### src/hdl/fbre_pkg.sv
`default_nettype none
// ----------------------------------------------------------------------------
// fbre_pkg
// shared types, codes and defaults of the rectangle blend engine
// ----------------------------------------------------------------------------
package fbre_pkg;

   // default sizing
   localparam int DEF_MAX_DIM  = 128;
   localparam int DEF_FB_DEPTH = 16384;

   // signed width used for clipping, holds pos + size without wrap
   localparam int CLIP_W = 18;

   // configuration
   localparam logic [7:0] CANVAS_RESET = 8'd128;
   localparam logic       CSR_CANVAS_WIDTH  = 1'b0;
   localparam logic       CSR_CANVAS_HEIGHT = 1'b1;

   // command codes
   localparam logic FUNC_DRAW = 1'b0;
   localparam logic FUNC_READ = 1'b1;

   // blend modes
   localparam logic [1:0] MODE_REPLACE  = 2'd0;
   localparam logic [1:0] MODE_ALPHA    = 2'd1;
   localparam logic [1:0] MODE_ADDITIVE = 2'd2;
   localparam logic [1:0] MODE_AVERAGE  = 2'd3;

   // controller to datapath
   typedef struct packed {
      logic load_cmd;
      logic setup;
      logic base;
      logic pix_read;
      logic pix_mul;
      logic pix_write;
      logic clear_step;
      logic load_rsp;
   } fbre_cmd_type;

   // datapath to controller
   typedef struct packed {
      logic clear_last;
      logic is_read;
      logic hit;
      logic last_pixel;
   } fbre_sts_type;

endpackage : fbre_pkg
`default_nettype wire

### src/hdl/fbre_ctrl.sv
`default_nettype none
// ----------------------------------------------------------------------------
// fbre_ctrl
// sequencer for clearing, command setup, pixel read-modify-write and result
// ----------------------------------------------------------------------------
module fbre_ctrl
   import fbre_pkg::*;
(
   input  wire logic         clock,
   input  wire logic         reset,
   input  wire logic         req_valid,
   output      logic         req_ready,
   output      logic         rsp_valid,
   input  wire logic         rsp_ready,
   output      fbre_cmd_type cmd,
   input  wire fbre_sts_type sts
);

   typedef enum logic [2:0] {
      S_CLEAR,
      S_IDLE,
      S_SETUP,
      S_BASE,
      S_PIX_RD,
      S_PIX_MUL,
      S_PIX_WR,
      S_DONE
   } state_type;

   state_type state_ff, state_in;
   logic      rsp_valid_ff, rsp_valid_in;

   always_ff @(posedge clock) begin
      if (reset) begin
         state_ff     <= S_CLEAR;
         rsp_valid_ff <= 1'b0;
      end else begin
         state_ff     <= state_in;
         rsp_valid_ff <= rsp_valid_in;
      end
   end

   always_comb begin
      state_in     = state_ff;
      rsp_valid_in = rsp_valid_ff && !rsp_ready;
      cmd          = '0;
      unique case (state_ff)
         S_CLEAR: begin
            cmd.clear_step = 1'b1;
            if (sts.clear_last) state_in = S_IDLE;
         end
         S_IDLE: begin
            if (req_valid) begin
               cmd.load_cmd = 1'b1;
               state_in     = S_SETUP;
            end
         end
         S_SETUP: begin
            cmd.setup = 1'b1;
            state_in  = S_BASE;
         end
         S_BASE: begin
            cmd.base = 1'b1;
            state_in = sts.hit ? S_PIX_RD : S_DONE;
         end
         S_PIX_RD: begin
            cmd.pix_read = 1'b1;
            state_in     = sts.is_read ? S_DONE : S_PIX_MUL;
         end
         S_PIX_MUL: begin
            cmd.pix_mul = 1'b1;
            state_in    = S_PIX_WR;
         end
         S_PIX_WR: begin
            cmd.pix_write = 1'b1;
            state_in      = sts.last_pixel ? S_DONE : S_PIX_RD;
         end
         S_DONE: begin
            if (!rsp_valid_ff || rsp_ready) begin
               cmd.load_rsp = 1'b1;
               rsp_valid_in = 1'b1;
               state_in     = S_IDLE;
            end
         end
         default: state_in = S_IDLE;
      endcase
   end

   assign req_ready = (state_ff == S_IDLE);
   assign rsp_valid = rsp_valid_ff;

endmodule : fbre_ctrl
`default_nettype wire
### config.mk
export PLATFORM = sky130hd
export DESIGN_NAME = fbre_ctrl
export DESIGN_NICKNAME = d
export VERILOG_FILES = /design/src/hdl/fbre_pkg.sv /design/src/hdl/fbre_ctrl.sv
export SDC_FILE = /design/constraint.sdc
export NUM_CORES = 1
export LEC_CHECK = 0
export ABC_AREA = 1
export BUFFER_PORTS_ARGS = -buffer_cell sky130_fd_sc_hd__buf_2
export CAP_MARGIN = 20
export CORE_AREA = 2 2 39 41
export DETAILED_ROUTE_END_ITERATION = 8
export DIE_AREA = 0 0 41 43
export SLEW_MARGIN = 20
export SYNTH_ARGS = -nofsm -noshare
export SYNTH_HDL_FRONTEND = slang
export SYNTH_SLANG_ARGS = --single-unit
### constraint.sdc
create_clock -name clock -period 1 [get_ports clock]
set_input_delay 0.2 -clock clock [delete_from_list [all_inputs] [get_ports clock]]
set_output_delay 0.2 -clock clock [all_outputs]
set_load 0.02 [all_outputs]
==> results of run 1 <==
## metal layers
metal | track usage [%] | wire length, um | up-vias
li1 | - | - | 215
met1 | 16.7 | 387 | 180
met2 | 20.0 | 446 | 14
met3 | 7.85 | 69 | 0
met4 | 2.00 | 0 | 0
met5 | 0 | 0 | -
## registers in the layout, summed over array words and instances, names as in the netlist
| signal | flops |
|---|---|
| rsp_valid | 1 |
| state_ff | 3 |
## area by class of cell
type,instances,area (um^2)
clock buffers,3,22.5
fillers,151,771
inverters,12,52.6
multi-input cells,38,255
flip-flops and latches,4,91.3
well taps,16,20.0
repair buffers,21,171
## kinds of logic after synthesis
family	synth area share (%)
buffers and inverters	18.9
and+or+nand+nor	47.4
AOI/OAI and AO/OA	8.03
DFF	25.7
## worst paths after layout
kind                      end         from  slack (ps)  depth (start not counted)
setup / recovery       cmd[7]  state_ff[2]        -210                          4
hold / removal    state_ff[2]        reset         160                          2
setup reg to reg  state_ff[0]  state_ff[1]        -140                          6
hold reg to reg     rsp_valid    rsp_valid         550                          4
## power by group
group | switching [mW] | internal [mW] | total, mW
clock | 0.0738 | 0.135 | 0.209
combinational | 0.145 | 0.132 | 0.277
sequential | 0.0320 | 0.170 | 0.202
total | 0.251 | 0.437 | 0.688
## cells in the final DEF, fill, tap and decap left out
master / synthesis / final
inv_4: 0 / 1
o21ai_0: 1 / 1
dfxtp_1: 4 / 1
nor2_2: 2 / 1
buf_6: 0 / 9
buf_4: 0 / 4
inv_2: 1 / 3
buf_2: 0 / 8
nand3_1: 5 / 3
a21oi_1: 3 / 3
clkbuf_4: 0 / 3
nor3_1: 1 / 1
o21ai_1: 1 / 1
nor2_1: 11 / 5
inv_6: 0 / 1
nand2_2: 1 / 4
inv_1: 11 / 7
nand4_1: 1 / 1
nand2_1: 10 / 7
dfxtp_4: 0 / 3
nor2_4: 0 / 7
nand3b_1: 1 / 1
or2_1: 1 / 1
nand3_4: 0 / 2
## cells in the mapped netlist
master     n
a21oi_1    3
clkbuf_8   1
dfxtp_1    4
inv_1     11
inv_2      1
nand2_1   10
nand2_2    1
nand3_1    5
nand3b_1   1
nand4_1    1
nor2_1    11
nor2_2     2
nor3_1     1
o21ai_0    1
o21ai_1    1
or2_1      1
## stage by stage
step                      total power [mW]  instances  hold WS (ps)  utilization, %  setup TNS (ps)
final                                0.688         94           156            44.3           -2040
after global routing                 0.741         94           163            44.3           -2810
after CTS                            0.694         95           152            42.0           -2170
after detailed placement             0.387         90           412            31.8            -314
after global placement               0.384         90           408            31.8            -357
after floorplan                      0.319         55           262               -            -157
## repair_timing
action / 4_1_cts / 5_1_grt
setup buffers: 2 / 0
resized for setup: 34 / 12
setup endpoints to repair: 12 / 12
pin swaps: 4 / 10
==> out/metrics.cfg, run 1 <==
[outcome]
outcome=finished, violations left
violations=setup timing

[yosys]
post_synth_instance_area_um2=312
ys_warn_count=0
ys_ff_latch=4
synth_top_area_share_pct=25.7
synth_area_leader_cell=dfxtp_1
synthTopCellsByArea=dfxtp_1 (26%), inv_1 (13%), nor2_1 (13%)
avgSynthCellArea_um2=5.66
syn_inst=55
synth_fp_nets=63
synthDistinctLibCells=16
yosysSeqAreaShare_pct=25.7

[floorplanning]
chipWidth_um=41
die_area_mm2=0.00176
io_pins=18
core_mm2=0.00138
placementRows=14
die_h_um=43
floorplan.initialDensity_pct=22.5

[detailed_routing]
wirelength_um=903
drt-pass1-iter-count=2
dr_total_vias=409
drc=0
ant_nets=0
drt_iter0_drc=5
avgViaCountPerCell=4.35
wl_per_cell_um=9.61

[setup_path]
worst_path_largest_cell_delay_ps=370
crit_buf_inv=2
path_cells=inv_6 -> nand3_4 -> nor2_4 -> buf_6
crit_type=register to output pin
cp.required_ps=800
slowest_stage=dfxtp_4
crit_family=flip-flops
cp_max_fo=4
start_kind=register
cp.arrival_ps=1010
end_kind=output pin

[grt]
gr-total-overflow=0
track_usage_pct=13.4
grt_start_max_net_pins=8
grt_pass1_wl_um=1590
antenna_found_initial=0
grt_pass1_vias=395

[timing]
fin_skew_ps=8.09
slew_headroom_pct=87.1
layout_setup_ws_ps=-214
setup-violations-final=12
worstMarginPinSlew_ps=191
period_share_pct=121
timing.fmax_mhz=824
grt_setup_unrepaired=true
min_period_ps=1210
final-max-slew-violation-count=0
hold_violations=0

[pwr]
power_density_mw_per_mm2=1120
power_leakage_nw=0.290
peakVddDrop_v=0.000815

[cts]
htreeDepth=1
clk_latency_ps=240
cts_tree=done
clockBufferDepth=2
cts_buffers=3
root_buffer=clkbuf_4
clkSlewWorstSetupHoldPaths_ps=40
cts.sinks=4
cts.hold.buffers_added=0

[place]
place_area_um2=440
place.gp.congestion=0.686
hpwl_um=704
pre_cts_slack_ps=-94.8
numPortBuffers=17

[run]
cap_viol_max_count=0

[cells_and_area]
drive_gt1_share_pct=59.0
n_antenna_cell=0
area_delta_synth_final_pct=96.8
fin_area_um2=613
final_nets=88

[min_path]
hold_class=input port to register

Note: power is estimated with default switching activity, not from simulation.
==> inputs of run 2 (changes only) <==
--- a/config.mk
+++ b/config.mk
@@ -11,6 +11,7 @@
 export CORE_AREA = 2 2 39 41
 export DETAILED_ROUTE_END_ITERATION = 8
 export DIE_AREA = 0 0 41 43
+export SETUP_SLACK_MARGIN = 0.1
 export SLEW_MARGIN = 20
 export SYNTH_ARGS = -nofsm -noshare
 export SYNTH_HDL_FRONTEND = slang
==> out/metrics.cfg, run 2 (synthesized netlist as in run 1, its figures left out) <==
[outcome]
outcome=finished, violations left
violations=setup timing

[run]
cap_viol_max_count=0  ; unchanged

[floorplanning]
die_area_mm2=0.00176  ; unchanged
chipWidth_um=41  ; unchanged
die_h_um=43  ; unchanged
placementRows=14  ; unchanged
io_pins=18  ; unchanged
floorplan.initialDensity_pct=22.5  ; unchanged
core_mm2=0.00138  ; unchanged

[timing]
setup-violations-final=12  ; unchanged
timing.fmax_mhz=802  ; -2.7%
final-max-slew-violation-count=0  ; unchanged
layout_setup_ws_ps=-247  ; -33.6 ps
hold_violations=0  ; unchanged
tns_ps=-2330  ; -296 ps
min_period_ps=1250  ; +33.6 ps
grt_setup_unrepaired=true
period_share_pct=125  ; +3.4 points
slew_headroom_pct=86.2  ; -0.90 points
whs_ps=147  ; -8.24 ps
fin_skew_ps=7.70  ; -0.391 ps
worstMarginPinSlew_ps=206  ; +14.2 ps

[detailed_routing]
drt-pass1-iter-count=3  ; +1
wl_per_cell_um=9.63  ; +0.29%
wirelength_um=896  ; -0.78%
drc=0  ; unchanged
drt_iter0_drc=2  ; -3
ant_nets=0  ; unchanged
avgViaCountPerCell=4.34  ; -0.16%
dr_total_vias=404  ; -1.2%

[grt]
track_usage_pct=11.7  ; -1.7 points
grt_pass1_vias=350  ; -11%
antenna_found_initial=0  ; unchanged
met3_usage_pct=1.57  ; -6.3 points
use_met1_pct=14.8  ; -1.9 points
grtUsageMet2_pct=17.5  ; -2.5 points
grt_busiest_layer=met2
grt_start_max_net_pins=10  ; +2
gr-total-overflow=0  ; unchanged
grt_pass1_wl_um=1390  ; -13%

[setup_path]
rr_worst_depth=8  ; +2
crit_family=flip-flops
cp.arrival_ps=1050  ; +40 ps
end_kind=output pin
slowest_stage=dfxtp_4
crit_buf_inv=2  ; unchanged
timing.rr.end=state_ff[0]
start_kind=register
path_cells=nor2_4 -> nand2_1 -> inv_2 -> buf_4
cp_max_fo=7  ; +3
r2r_slack_ps=-130  ; about the same
cp.required_ps=800  ; about the same
crit-reg2reg-launch=state_ff[2]
crit_type=register to output pin
critical_path.endpoint=cmd[4]
crit_cells=4  ; unchanged
startpoint=state_ff[1]
worst_path_largest_cell_delay_ps=370  ; about the same

[cts]
cts.sinks=4  ; unchanged
clkSlewWorstSetupHoldPaths_ps=40  ; about the same
clockBufferDepth=2  ; unchanged
htreeDepth=1  ; unchanged
root_buffer=clkbuf_4
cts_tree=done
clk_latency_ps=240  ; about the same
cts_buffers=3  ; unchanged

[cells_and_area]
instances_no_fill=93  ; -1.1%
final_common_cell=nand2_1
area_delta_synth_final_pct=94.0
drive_gt1_share_pct=58.4  ; -0.53 points
largest_reg_flops=3  ; unchanged
final_cell_mix=nand2_1 (8), inv_1 (7), buf_2 (7), buf_6 (7), nor2_1 (6)
final_util_pct=43.7  ; -0.63 points
final_nets=87  ; -1.1%
fin_area_um2=604  ; -1.4%
multi_input_area_um2=243  ; -4.9%
n_antenna_cell=0  ; unchanged
largest-register=state_ff
nFillCells=159  ; +5.3%
regArea_um2=90.1  ; -1.4%

[place]
hpwl_um=637  ; -9.5%
place.gp.congestion=0.770  ; +12%
place_area_um2=459  ; +4.3%
pre_cts_slack_ps=-84.2  ; +10.6 ps
dp.cells=88  ; -2.2%
numPortBuffers=17  ; unchanged

[pwr]
power_leakage_nw=0.285  ; -1.6%
power_density_mw_per_mm2=1120  ; -0.50%
peakVddDrop_v=0.000513  ; -37%
power_uw=675  ; -1.9%

[min_path]
hold_class=input port to register

==> run 2: where the power goes <==
| group | switching [mW] | total (mW) | internal, mW | leakage, nW |
|---|---|---|---|---|
| Clock | 0.0762 | 0.211 | 0.135 | 0.0138 |
| Combinational | 0.140 | 0.262 | 0.122 | 0.236 |
| Sequential | 0.0295 | 0.202 | 0.172 | 0.0349 |
==> run 2: final cells by class <==
type | count | share of cell area [%]
Inverter | 12 | 9.52
Sequential cell | 4 | 14.9
Multi-Input combinational cell | 38 | 40.2
Clock buffer | 3 | 3.73
Tap cell | 16 | 3.31
Timing Repair Buffer | 20 | 28.4
==> run 2: worst min-delay path by stage <==
stage                     startpoint     endpoint  cells after the start
after floorplan                reset    rsp_valid                      1
after global placement         reset    rsp_valid                      2
after detailed placement       reset  state_ff[1]                      2
after CTS                      reset  state_ff[2]                      2
after global routing           reset  state_ff[2]                      2
final                          reset  state_ff[2]                      2
==> run 2: timing repair <==
action | CTS | global route
setup endpoints to repair | 13 | 13
hold endpoints to repair | 0 | 0
pin swaps | 0 | 4
gates resized for setup | 26 | 8
buffers inserted | 1 | 1
hold buffers | 0 | 0
gates cloned | 0 | 0
==> run 2: routing by layer <==
metal | vias to the layer above | routed length (um)
li1 | 213 | -
met1 | 174 | 373
met2 | 15 | 448
met3 | 2 | 50
met4 | 0 | 24
met5 | - | 0
